`config.mk`:
```
export PLATFORM = sky130hd
export DESIGN_NAME = jpeg_dht_canonical_huffman_codes_core_flat
export DESIGN_NICKNAME = d
export VERILOG_FILES = /design/src/rtl/core/jdht_pkg.sv /design/src/rtl/core/jdht_ifs.sv /design/src/rtl/core/jdht_seek.sv /design/src/rtl/core/jpeg_dht_canonical_huffman_codes_core.sv /design/src/flat_wrapper.sv
export SDC_FILE = /design/constraint.sdc
export NUM_CORES = 1
export LEC_CHECK = 0
export BUFFER_PORTS_ARGS = -buffer_cell sky130_fd_sc_hd__clkbuf_2
export CORE_MARGIN = 3
export CORE_UTILIZATION = 55
export DETAILED_ROUTE_END_ITERATION = 8
export PLACE_DENSITY = 0.82
export SLEW_MARGIN = 30
export SYNTH_ARGS = -nofsm -noshare
export SYNTH_HDL_FRONTEND = slang
export SYNTH_SLANG_ARGS = --single-unit
```
`constraint.sdc`:
```
create_clock -name clk -period 9.4 [get_ports clk]
set_clock_uncertainty 0.05 [all_clocks]
set_input_delay 1.41 -clock clk [delete_from_list [all_inputs] [get_ports clk]]
set_output_delay 1.41 -clock clk [all_outputs]
set_load 0.1 [all_outputs]
```
`src/rtl/core/jdht_pkg.sv`:
```
`default_nettype none

package jdht_pkg;

  localparam int unsigned NUM_LENGTHS_DEF = 16;

  localparam int unsigned BYTE_W = 8;
  localparam int unsigned CODE_W = 16;
  localparam int unsigned LEN_W  = 5;
  localparam int unsigned SKIP_W = 3;

  localparam logic [BYTE_W-1:0] MARKER_PREFIX = 8'hFF;
  localparam logic [BYTE_W-1:0] MARKER_DHT    = 8'hC4;

  // header bytes passed over before each table's counts
  localparam logic [SKIP_W-1:0] DC_SKIP = 3'd3;
  localparam logic [SKIP_W-1:0] AC_SKIP = 3'd5;

  localparam logic CLASS_DC = 1'b0;
  localparam logic CLASS_AC = 1'b1;

  typedef enum logic [1:0] {
    PH_SCAN,
    PH_SKIP,
    PH_COUNTS,
    PH_SYMBOLS
  } phase_t;

  typedef struct packed {
    logic [BYTE_W-1:0] symbol;
    logic [CODE_W-1:0] code_bits;
    logic [LEN_W-1:0]  code_length;
    logic              table_class;
    logic              last_of_table;
  } result_t;

endpackage

`default_nettype wire

```
`src/rtl/core/jdht_ifs.sv`:
```
`default_nettype none

interface jdht_byte_if;
  logic       valid;
  logic       ready;
  logic [7:0] stream_byte;

  modport source (output valid, output stream_byte, input ready);
  modport sink   (input valid, input stream_byte, output ready);
endinterface

interface jdht_result_if;
  logic        valid;
  logic        ready;
  logic [7:0]  symbol;
  logic [15:0] code_bits;
  logic [4:0]  code_length;
  logic        table_class;
  logic        last_of_table;

  modport source (output valid, output symbol, output code_bits, output code_length,
                  output table_class, output last_of_table, input ready);
  modport sink   (input valid, input symbol, input code_bits, input code_length,
                  input table_class, input last_of_table, output ready);
endinterface

`default_nettype wire

```
`src/rtl/core/jdht_seek.sv`:
```
`default_nettype none

// Priority search: lowest set mask bit at or above start.
module jdht_seek import jdht_pkg::*; #(
  parameter int unsigned NUM_LENGTHS = NUM_LENGTHS_DEF
) (
  input  logic [NUM_LENGTHS-1:0]          mask,
  input  logic [$clog2(NUM_LENGTHS):0]    start,
  output logic                            hit,
  output logic [$clog2(NUM_LENGTHS)-1:0]  idx
);

  localparam int unsigned IDX_W = $clog2(NUM_LENGTHS);
  localparam int unsigned POS_W = IDX_W + 1;

  always_comb begin
    hit = 1'b0;
    idx = '0;
    for (int i = NUM_LENGTHS - 1; i >= 0; i--) begin
      if (mask[i] && (POS_W'(i) >= start)) begin
        hit = 1'b1;
        idx = IDX_W'(i);
      end
    end
  end

endmodule

`default_nettype wire

```
`src/rtl/core/jpeg_dht_canonical_huffman_codes_core.sv`:
```
// Path: a word accepted on stream passes the input register, then the result
//   register, before its entry is on result; a result stall holds it there.
// Throughput: one word per cycle in every phase; a waiting result stalls input only
//   when the word in the input register would itself produce an entry.
// Reset (rst, synchronous): marker scan, DC class, empty pipeline; the stored length
//   counts are not cleared, each is rewritten before it is read.
`default_nettype none

module jpeg_dht_canonical_huffman_codes_core import jdht_pkg::*; #(
  parameter int unsigned NUM_LENGTHS = NUM_LENGTHS_DEF
) (
  input  logic          clk,
  input  logic          rst,
  jdht_byte_if.sink     stream,
  jdht_result_if.source result
);

  localparam int unsigned IDX_W = $clog2(NUM_LENGTHS);
  localparam int unsigned POS_W = IDX_W + 1;
  localparam logic [IDX_W-1:0] LAST_IDX = IDX_W'(NUM_LENGTHS - 1);

  // ---------------------------------------------------------------------------
  // input register
  // ---------------------------------------------------------------------------
  logic              stage_valid;
  logic [BYTE_W-1:0] stage_byte;
  logic              stage_go;
  logic              step;

  // ---------------------------------------------------------------------------
  // parser state
  // ---------------------------------------------------------------------------
  phase_t            phase, phase_next;
  logic              saw_prefix, saw_prefix_next;
  logic [SKIP_W-1:0] skip_left, skip_left_next;
  logic [BYTE_W-1:0] counts [NUM_LENGTHS];
  logic [IDX_W-1:0]  count_index, count_index_next;
  logic [BYTE_W-1:0] symbols_left, symbols_left_next;
  logic [CODE_W-1:0] running_code, running_code_next;
  logic [LEN_W-1:0]  current_length, current_length_next;
  logic              current_class, current_class_next;

  // result register
  logic              res_valid;
  result_t           res, res_next;
  logic              emit;

  // ---------------------------------------------------------------------------
  // handshake: result register frees on take, input register on step
  // ---------------------------------------------------------------------------
  assign emit     = (phase == PH_SYMBOLS);
  assign stage_go = !emit || !res_valid || result.ready;
  assign step     = stage_valid && stage_go;
  assign stream.ready = !stage_valid || stage_go;

  always_ff @(posedge clk) begin
    if (rst) begin
      stage_valid <= 1'b0;
    end else if (stream.ready) begin
      stage_valid <= stream.valid;
    end
    if (stream.ready && stream.valid) begin
      stage_byte <= stream.stream_byte;
    end
  end

  // ---------------------------------------------------------------------------
  // zero-count skip: one priority search serves the end of the counts and the
  // end of each length's symbols
  // ---------------------------------------------------------------------------
  logic                   last_count;
  logic [NUM_LENGTHS-1:0] nz_mask;
  logic [POS_W-1:0]       seek_start;
  logic                   seek_hit;
  logic [IDX_W-1:0]       seek_idx;
  logic [BYTE_W-1:0]      seek_count;
  logic [BYTE_W-1:0]      left_dec;
  logic                   left_done;
  logic [POS_W-1:0]       shift;

  assign last_count = (phase == PH_COUNTS) && (count_index == LAST_IDX);

  // the final count is still in the input register when the search runs
  always_comb begin
    for (int i = 0; i < NUM_LENGTHS; i++) begin
      if (last_count && (IDX_W'(i) == LAST_IDX)) begin
        nz_mask[i] = (stage_byte != '0);
      end else begin
        nz_mask[i] = (counts[i] != '0);
      end
    end
  end

  assign seek_start = (phase == PH_COUNTS) ? '0 : (POS_W'(count_index) + POS_W'(1));

  jdht_seek #(
    .NUM_LENGTHS (NUM_LENGTHS)
  ) u_seek (
    .mask  (nz_mask),
    .start (seek_start),
    .hit   (seek_hit),
    .idx   (seek_idx)
  );

  assign seek_count = (last_count && (seek_idx == LAST_IDX)) ? stage_byte : counts[seek_idx];
  assign left_dec   = (symbols_left != '0) ? (symbols_left - BYTE_W'(1)) : '0;
  assign left_done  = (left_dec == '0);
  // lengths advanced in this step: the finished one plus every empty one passed
  assign shift      = POS_W'(seek_idx) - POS_W'(count_index);

  // ---------------------------------------------------------------------------
  // phase sequencing
  // ---------------------------------------------------------------------------
  always_comb begin
    phase_next = phase;
    case (phase)
      PH_SCAN: begin
        if (saw_prefix && (stage_byte == MARKER_DHT)) begin
          phase_next = PH_SKIP;
        end
      end
      PH_SKIP: begin
        if (skip_left <= SKIP_W'(1)) begin
          phase_next = PH_COUNTS;
        end
      end
      PH_COUNTS: begin
        if (last_count) begin
          if (seek_hit) begin
            phase_next = PH_SYMBOLS;
          end else if (current_class == CLASS_DC) begin
            phase_next = PH_SKIP;
          end else begin
            phase_next = PH_SCAN;
          end
        end
      end
      PH_SYMBOLS: begin
        if (left_done && !seek_hit) begin
          phase_next = (current_class == CLASS_DC) ? PH_SKIP : PH_SCAN;
        end
      end
      default: phase_next = PH_SCAN;
    endcase
  end

  // ---------------------------------------------------------------------------
  // datapath and result
  // ---------------------------------------------------------------------------
  always_comb begin
    saw_prefix_next     = saw_prefix;
    skip_left_next      = skip_left;
    count_index_next    = count_index;
    symbols_left_next   = symbols_left;
    running_code_next   = running_code;
    current_length_next = current_length;
    current_class_next  = current_class;

    res_next.symbol        = stage_byte;
    res_next.code_bits     = running_code;
    res_next.code_length   = current_length;
    res_next.table_class   = current_class;
    res_next.last_of_table = left_done && !seek_hit;

    case (phase)
      PH_SCAN: begin
        if (saw_prefix) begin
          saw_prefix_next = 1'b0;
          if (stage_byte == MARKER_DHT) begin
            current_class_next = CLASS_DC;
            skip_left_next     = DC_SKIP;
          end
        end else if (stage_byte == MARKER_PREFIX) begin
          saw_prefix_next = 1'b1;
        end
      end
      PH_SKIP: begin
        if (skip_left != '0) begin
          skip_left_next = skip_left - SKIP_W'(1);
        end
        if (skip_left <= SKIP_W'(1)) begin
          count_index_next = '0;
        end
      end
      PH_COUNTS: begin
        if (last_count) begin
          // code starts at zero: the empty lengths passed only lengthen it
          running_code_next   = '0;
          current_length_next = LEN_W'(seek_idx) + LEN_W'(1);
          count_index_next    = seek_idx;
          if (seek_hit) begin
            symbols_left_next = seek_count;
          end else if (current_class == CLASS_DC) begin
            current_class_next = CLASS_AC;
            skip_left_next     = AC_SKIP;
          end else begin
            current_class_next = CLASS_DC;
            saw_prefix_next    = 1'b0;
          end
        end else begin
          count_index_next = count_index + IDX_W'(1);
        end
      end
      PH_SYMBOLS: begin
        symbols_left_next = left_dec;
        running_code_next = running_code + CODE_W'(1);
        if (left_done) begin
          if (seek_hit) begin
            running_code_next   = CODE_W'((running_code + CODE_W'(1)) << shift);
            current_length_next = current_length + LEN_W'(shift);
            count_index_next    = seek_idx;
            symbols_left_next   = seek_count;
          end else if (current_class == CLASS_DC) begin
            current_class_next = CLASS_AC;
            skip_left_next     = AC_SKIP;
          end else begin
            current_class_next = CLASS_DC;
            saw_prefix_next    = 1'b0;
          end
        end
      end
      default: begin
        saw_prefix_next = 1'b0;
      end
    endcase
  end

  always_ff @(posedge clk) begin
    if (rst) begin
      phase          <= PH_SCAN;
      saw_prefix     <= 1'b0;
      skip_left      <= '0;
      count_index    <= '0;
      symbols_left   <= '0;
      running_code   <= '0;
      current_length <= LEN_W'(1);
      current_class  <= CLASS_DC;
    end else if (step) begin
      phase          <= phase_next;
      saw_prefix     <= saw_prefix_next;
      skip_left      <= skip_left_next;
      count_index    <= count_index_next;
      symbols_left   <= symbols_left_next;
      running_code   <= running_code_next;
      current_length <= current_length_next;
      current_class  <= current_class_next;
    end
  end

  // count store: one write per counts word, no reset
  always_ff @(posedge clk) begin
    if (step && (phase == PH_COUNTS)) begin
      counts[count_index] <= stage_byte;
    end
  end

  // result register
  always_ff @(posedge clk) begin
    if (rst) begin
      res_valid <= 1'b0;
    end else if (step && emit) begin
      res_valid <= 1'b1;
    end else if (result.ready) begin
      res_valid <= 1'b0;
    end
    if (step && emit) begin
      res <= res_next;
    end
  end

  assign result.valid         = res_valid;
  assign result.symbol        = res.symbol;
  assign result.code_bits     = res.code_bits;
  assign result.code_length   = res.code_length;
  assign result.table_class   = res.table_class;
  assign result.last_of_table = res.last_of_table;

  // ---------------------------------------------------------------------------
  // checks
  // ---------------------------------------------------------------------------
  a_symbols_pending: assert property (@(posedge clk) disable iff (rst)
    (phase == PH_SYMBOLS) |-> (symbols_left != '0))
    else $error("symbol phase with no symbols left");

  a_length_range: assert property (@(posedge clk) disable iff (rst)
    (phase == PH_SYMBOLS) |->
      ((current_length != '0) && (current_length <= LEN_W'(NUM_LENGTHS))))
    else $error("code length out of range");

  a_skip_pending: assert property (@(posedge clk) disable iff (rst)
    (phase == PH_SKIP) |-> (skip_left != '0))
    else $error("skip phase with nothing to skip");

  a_prefix_in_scan: assert property (@(posedge clk) disable iff (rst)
    (phase != PH_SCAN) |-> !saw_prefix)
    else $error("marker prefix held outside scan");

  a_emit_loads: assert property (@(posedge clk) disable iff (rst)
    (step && emit) |=> res_valid)
    else $error("symbol word did not load the result register");

endmodule

`default_nettype wire

```
`src/flat_wrapper.sv`:
```
// flat-port wrapper written by rule: the top's interface ports become plain ports
module jpeg_dht_canonical_huffman_codes_core_flat import jdht_pkg::*;
#(
  parameter int unsigned NUM_LENGTHS = NUM_LENGTHS_DEF
)
  (clk, rst, stream_valid, stream_stream_byte, stream_ready, result_valid, result_symbol, result_code_bits, result_code_length, result_table_class, result_last_of_table, result_ready);
  jdht_byte_if stream_i ();
  jdht_result_if result_i ();
  input  logic clk;
  input  logic rst;
  input wire logic [$bits(stream_i.valid)-1:0] stream_valid;
  input wire logic [$bits(stream_i.stream_byte)-1:0] stream_stream_byte;
  output wire logic [$bits(stream_i.ready)-1:0] stream_ready;
  output wire logic [$bits(result_i.valid)-1:0] result_valid;
  output wire logic [$bits(result_i.symbol)-1:0] result_symbol;
  output wire logic [$bits(result_i.code_bits)-1:0] result_code_bits;
  output wire logic [$bits(result_i.code_length)-1:0] result_code_length;
  output wire logic [$bits(result_i.table_class)-1:0] result_table_class;
  output wire logic [$bits(result_i.last_of_table)-1:0] result_last_of_table;
  input wire logic [$bits(result_i.ready)-1:0] result_ready;
  assign stream_i.valid = stream_valid;
  assign stream_i.stream_byte = stream_stream_byte;
  assign stream_ready = stream_i.ready;
  assign result_valid = result_i.valid;
  assign result_symbol = result_i.symbol;
  assign result_code_bits = result_i.code_bits;
  assign result_code_length = result_i.code_length;
  assign result_table_class = result_i.table_class;
  assign result_last_of_table = result_i.last_of_table;
  assign result_i.ready = result_ready;
  jpeg_dht_canonical_huffman_codes_core #(.NUM_LENGTHS(NUM_LENGTHS)) u_core (.clk(clk), .rst(rst), .stream(stream_i), .result(result_i));
endmodule
```
# Word level (Yosys, flattened, before mapping)
# Memories as Yosys holds them, arrays and structs flattened.
# Index checks and enable logic that the tools add are counted.
# Widths: inputs -> output; s select.
[classes]
reduce_logical = 64
magnitude_cmp = 17
addsub = 8
eq_ne = 17
mux = 87
shift = 1
[op_table]
columns = ["cell", "n"]
rows = [
  ["$reduce_bool 8->1", 18],
  ["$mux 4", 20],
  ["$mux 16", 3],
  ["$mux 8", 6],
  ["$ge 4x5->1 const A", 8],
  ["$mux 1", 34],
  ["$pmux 16 s2", 1],
  ["$logic_and 1x1->1", 24],
  ["$mux 3", 7],
  ["$ge 3x5->1 const A", 4],
  ["$mux 5", 4],
  ["$add 16x1->16 const B", 1],
  ["$eq 8x8->1 const B", 2],
  ["$ne 2x1->1 const B", 8],
  ["$pmux 8 s2", 1],
  ["$shl 16x5->16", 1],
  ["$reduce_and 5->1", 3],
  ["$pmux 3 s4", 1],
  ["$pmux 4 s3", 1],
  ["$reduce_and 6->1", 2],
  ["$add 4x1->5 const B", 2],
  ["$ge 1x5->1 const A", 2],
  ["$ge 2x5->1 const A", 2],
  ["$mux 2", 5],
  ["other kinds (21)", 34],
]
[word_totals]
word_cells = 211
memories = 1
in_bits = 12
regBits = 81
ram_bits = 128
output_inout_bits = 33
[mem_list]
columns = ["name", "words", "width", "read_ports", "rd_ports_with_merged_regs", "write_ports", "line_no", "rtl"]
rows = [
  ["u_core.counts", 16, 8, 17, 0, 1, "jpeg_dht_canonical_huffman_codes_core.sv:36", "logic [BYTE_W-1:0] counts [NUM_LENGTHS];"],
]

# Depth between registers and ports, before layout
[logic_depth]
ltp_word = 26
depth_mapped = 22
mapped_depth_nobuf = 20

# Hierarchy
# A second synthesis with hierarchy kept.
[hier_totals]
hier_cells = 951
area_unflattened_um2 = 11096.9
[modules_own_cells]
columns = ["mod", "instances", "seq_area_each_um2", "area_each_um2", "cells_each"]
rows = [
  ["jpeg_dht_canonical_huffman_codes_core", 1, 5855.6, 10617.7, 874],
  ["jdht_seek", 1, 0.0, 479.2, 77],
]

# Worst setup path before layout
# Ideal clock, no wire load.
[synth_timing]
kind = "register to register"
from = "register u_core.stage_byte[0]"
to = "register u_core.current_length[4]"
arrival_ps = 4611
n_path_buf = 1
required_time_ps = 9280
slack_ps = 4668
setup_time_ps = 70
synth_period_minus_slack_ps = 4732
path_stages_with_launch = 19
path_cell_list = "edfxtp_1 > or4_1 > or3_1 > a22o_1 > nor3_2 > o221ai_1 > a21oi_2 > nor2_1 > ha_1 > a21o_1 > a21oi_1 > xnor2_1 > clkbuf_1 > ha_1 > a21oi_1 > xnor2_1 > a21oi_1 > nand2b_1 > a21oi_1"
[synth_between]
elab_chain_cells = 24
word_cells_on_any_way = 44
cone_classes = "add/sub: 3; eq/ne: 1; mux: 37; reduce/logical: 3"
[synth_lines]
columns = ["element", "line_no", "rtl"]
rows = [
  ["start: declaration", "jpeg_dht_canonical_huffman_codes_core.sv:26", "logic [BYTE_W-1:0] stage_byte;"],
  ["start signal: assignment", "jpeg_dht_canonical_huffman_codes_core.sv:63", "stage_byte <= stream.stream_byte;"],
  ["$reduce_bool 8->1 (*)", "jpeg_dht_canonical_huffman_codes_core.sv:87", "nz_mask[i] = (stage_byte != '0);"],
  ["$mux 1 (*)", "jpeg_dht_canonical_huffman_codes_core.sv:86", "if (last_count && (IDX_W'(i) == LAST_IDX)) begin"],
  ["$logic_and 1x1->1 (*)", "jdht_seek.sv:20", "if (mask[i] && (POS_W'(i) >= start)) begin"],
  ["$mux 4 (16 in a row)", "jdht_seek.sv:20", ""],
  ["$sub 4x4->5", "jpeg_dht_canonical_huffman_codes_core.sv:109", "assign shift = POS_W'(seek_idx) - POS_W'(count_index);"],
  ["$add 5x5->5", "jpeg_dht_canonical_huffman_codes_core.sv:210", "current_length_next = current_length + LEN_W'(shift);"],
  ["$mux 5", "jpeg_dht_canonical_huffman_codes_core.sv:208", "if (seek_hit) begin"],
  ["$mux 5", "jpeg_dht_canonical_huffman_codes_core.sv:207", "if (left_done) begin"],
  ["$pmux 5 s2", "jpeg_dht_canonical_huffman_codes_core.sv:165", "case (phase)"],
  ["end signal: assignment", "jpeg_dht_canonical_huffman_codes_core.sv:245", "current_length <= current_length_next;"],
  ["end: declaration", "jpeg_dht_canonical_huffman_codes_core.sv:40", "logic [LEN_W-1:0] current_length, current_length_next;"],
]
# Every way passes the cells marked *; elsewhere a longest branch is shown, timed or not. The select of a mux whose other input is x is not followed.
# A chain may end at the register's enable or synchronous reset.

# Final worst setup path
[layout_timing]
from = "register u_core.phase[1]"
to = "register u_core.current_length[4]"
[layout_between]
elab_chain_cells = 25
word_cells_on_any_way = 85
cone_classes = "add/sub: 3; order compare: 16; eq/ne: 5; mux: 38; reduce/logical: 23"
[layout_lines]
columns = ["element", "line_no", "rtl"]
rows = [
  ["start: declaration", "jpeg_dht_canonical_huffman_codes_core.sv:33", "phase_t phase, phase_next;"],
  ["start signal: assignment", "jpeg_dht_canonical_huffman_codes_core.sv:239", "phase <= phase_next;"],
  ["$eq 2x2->1", "jpeg_dht_canonical_huffman_codes_core.sv:81, jpeg_dht_canonical_huffman_codes_core.sv:94, jpeg_dht_canonical_huffman_codes_core.sv:165", ""],
  ["$mux 5 / $logic_and 1x1->1 (equally long branches)", "jpeg_dht_canonical_huffman_codes_core.sv:94, jpeg_dht_canonical_huffman_codes_core.sv:81", ""],
  ["$ge 4x5->1 / $mux 1 (equally long branches)", "jdht_seek.sv:20, jpeg_dht_canonical_huffman_codes_core.sv:86", ""],
  ["$logic_and 1x1->1", "jdht_seek.sv:20", ""],
  ["$mux 4 (16 in a row)", "jdht_seek.sv:20", ""],
  ["$sub 4x4->5", "jpeg_dht_canonical_huffman_codes_core.sv:109", ""],
  ["$add 5x5->5", "jpeg_dht_canonical_huffman_codes_core.sv:210", ""],
  ["$mux 5", "jpeg_dht_canonical_huffman_codes_core.sv:208", ""],
  ["$mux 5", "jpeg_dht_canonical_huffman_codes_core.sv:207", ""],
  ["$pmux 5 s2", "jpeg_dht_canonical_huffman_codes_core.sv:165", ""],
]
# Several ways; a longest one is shown, not always the timed one. The select of a mux whose other input is x is not followed.

==> out/summary.txt <==
Worst Hold Launch -> u_core.current_length[4]
End of the worst hold path -> u_core.result.code_length[4]
Max Cap Violations -> 0
Post-CTS setup buffers -> 0
Main area contributors after synthesis -> edfxtp_1 47%, mux2i_1 8.6%, dfxtp_1 7.9%
PortBufs -> 44
Run status -> finished, final reports clean
Clock latency on the worst-skew pair -> 530 ps
Seq cells post-synth -> 209
Syn-to-layout area delta -> 11.0%
CP required -> 9790 ps
Hold buffers post-CTS -> 0
Max Slew Vio Count -> 0
Xor/xnor share of the synthesized area -> 0.0206
Initial DRC Count -> 914
CTS tree -> done
Die X-Extent -> 145 µm
Routed WL -> 26.5 mm
Core Util, Final -> 0.623
Crit path max fanout -> 26
Post-Synthesis Cells -> 912
Fin crit period -> 6180 ps
Setup crit end kind -> flip-flop
Nets -> 982
# IOs -> 45
Grt total ovfl -> 0
Async S/R FF share, synth -> 0
Compound-Gate Fraction of Synth Area -> 0.138
Wirelength per Cell -> 21.6 µm
Root Buffer Master -> clkbuf_16
Post-synth cell types -> 83
Critical path class -> reg2reg
Syn Area/Cell -> 11.6 µm²
Reg-to-Reg End -> u_core.current_length[4]
PnR Total Power -> 0.00191 W
Commonest non-fill, non-tap cell in the layout -> edfxtp_1
Unrepaired setup endpoints after global routing -> false
Residual DRC -> 0
Simple-Gate Fraction of Synth Area -> 0.140
Count of final hold-check violations -> 0
Via density -> 6.36
Reg-to-reg critical path startpoint -> u_core.phase[1]
Main synth FF type -> edfxtp_1
# clock sinks -> 209
Chip Height -> 145 µm
Hold slack -> 418 ps
Clock buffer depth -> 3
Post-DRT Antenna Nets -> 0
GP Congestion -> 0.957
Initial antenna violation count -> 0
Die area -> 0.0209 mm²
Critical Path AT -> 6570 ps
Fmax -> 162 MHz
Row cnt -> 50
Initial Utilization -> 0.562
Vias -> 7790
Share of cells above drive strength 1 -> 0.124
Worst Hold Class -> reg2reg
First-pass GRT wire length -> 40.6 mm
Vias in the first global route -> 7281
Setup violators final -> 0
LEAKAGE -> 3.92 nW
Max transition margin -> 0.387
EDFF count, synth -> 167
Filler Cell Count -> 1417
Register area share after synthesis -> 0.554
Number of synthesis warnings -> 0
First-pass DRT Iterations -> 6
Hold Path Stages -> 0
Total CTS buffers -> 22
H-tree depth -> 1
Largest family of logic cells by synthesized area -> simple AND/OR/NAND/NOR gates
Setup TNS -> 0 ps
Clk slew on worst S/H paths -> 50 ps
Mapped Nets -> 944
Startpoint Class -> flip-flop
GRT Overall Usage -> 0.249
Most frequent cells in the layout -> 167 x edfxtp_1, 91 x nor2_1, 91 x mux2i_1
Top-area cell type share of the netlist area -> 0.474
Post-Synth Adder-Cell Area -> 0.0251
PwrDens -> 162 mW/mm²
# diodes -> 0
Largest net degree at the start of global routing -> 42
Post-DP HPWL -> 18.5 mm
Core area -> 0.0188 mm²
R2r setup slk -> 3220 ps
Final period util -> 0.658
Synth area leader -> edfxtp_1
Post-Syn Area -> 0.0106 mm²
Worst Tran Pin Value -> 920 ps
Cells on worst reg2reg path -> 17
Resize count post-CTS -> 0
Multiplexer share of the synthesized area -> 0.0936
VDD IR max -> 161 µV
## sequential cells by signal (all words and copies together) (netlist names), 3 cells and up
register,count
u_core.counts,128
u_core.result.code_bits,16
u_core.running_code,16
u_core.result.symbol,8
u_core.stage_byte,8
u_core.symbols_left,8
u_core.current_length,5
u_core.result.code_length,5
u_core.count_index,4
u_core.skip_left,3
## per-layer routing
| metal | global-route usage | up-vias | share of wire |
|---|---|---|---|
| li1 | - | 3606 | - |
| met1 | 0.360 | 3692 | 0.43 |
| met2 | 0.390 | 421 | 0.45 |
| met3 | 0.0388 | 71 | 0.085 |
| met4 | 0.0795 | 0 | 0.036 |
| met5 | 0 | - | 0 |
## synth_stat cells, drive strengths merged (3+ instances only)
library cell / instances
a211o: 3
mux2i: 91
nand2: 60
xnor2: 12
a221oi: 3
xor2: 12
and2: 7
o221ai: 23
a21oi: 45
nor3: 25
clkbuf: 16
inv: 23
nor2b: 9
mux2: 3
a22oi: 9
or3: 5
nor4: 37
o32ai: 6
buf: 24
nand4: 10
ha: 18
a31oi: 7
edfxtp: 167
and3: 6
dfxtp: 42
o211ai: 3
or2: 3
a2bb2oi: 5
a211oi: 8
nor2: 92
a311oi: 3
nand2b: 13
o21a: 3
o22ai: 21
a21o: 3
nand3: 21
o311ai: 4
o21ai: 39
## per-stage QoR
step | instance area, µm² | worst slack [ps] | std cells
2_1_floorplan | 10600 | 4670 | 912
3_3_place_gp | 11000 | 3260 | 1186
3_5_place_dp | 11000 | 3380 | 1186
4_1_cts | 11700 | 3360 | 1224
5_1_grt | 11700 | 2810 | 1224
6_report | 11700 | 3220 | 1224
## critical path, cell delays in order (launching register included)
cell	delay [ps]
dfxtp_1	880
nand2b_1	490
nor2_1	430
a22oi_1	120
o311ai_1	370
a22oi_2	150
o31ai_4	690
inv_2	70
ha_1	240
fa_1	950
inv_2	260
fa_1	480
a21o_1	210
a21oi_1	170
xnor2_1	160
a21oi_1	90
nand2b_1	160
a21oi_1	130
## how the worst max path moves through the flow
stage	startpoint	endpoint	slack, ps	depth (start not counted)
after floorplan	u_core.stage_byte[0]	u_core.current_length[4]	4670	18
after global routing	u_core.phase[1]	u_core.current_length[4]	2810	17
after global placement	u_core.count_index[0]	u_core.current_length[4]	3260	19
after detailed placement	u_core.count_index[0]	u_core.current_length[4]	3380	18
final	u_core.phase[1]	u_core.current_length[4]	3220	17
after CTS	u_core.count_index[0]	u_core.current_length[4]	3360	18
## kinds of logic (layout without fill, tap and decap cells)
kind of cell             after synthesis  after routing
AO/OA/AOI/OAI                        202            202
XOR/XNOR                              24             24
adder cells (fa/ha/maj)               20             20
buffers and inverters                 63            115
flip-flops                           209            209
multiplexers                          96             96
AND/OR/NAND/NOR                      298            298
## layout make-up
class,count,area (µm²),share of cell area
Clock buffer,29,587,0.0500
Sequential cell,209,5860,0.499
Inverter,23,86.3,0.00735
Clock inverter,9,141,0.0120
Multi-Input combinational cell,640,4450,0.379
Timing Repair Buffer,54,295,0.0252
Tap cell,260,325,0.0277
## power by group
part | internal, W | total (W) | switching [W]
clock | 0.000523 | 0.000870 | 0.000347
combinational | 0.00000533 | 0.0000241 | 0.0000188
sequential | 0.00100 | 0.00101 | 0.00000861
total | 0.00153 | 0.00191 | 0.000375
Power figures use the tool's default switching activity.
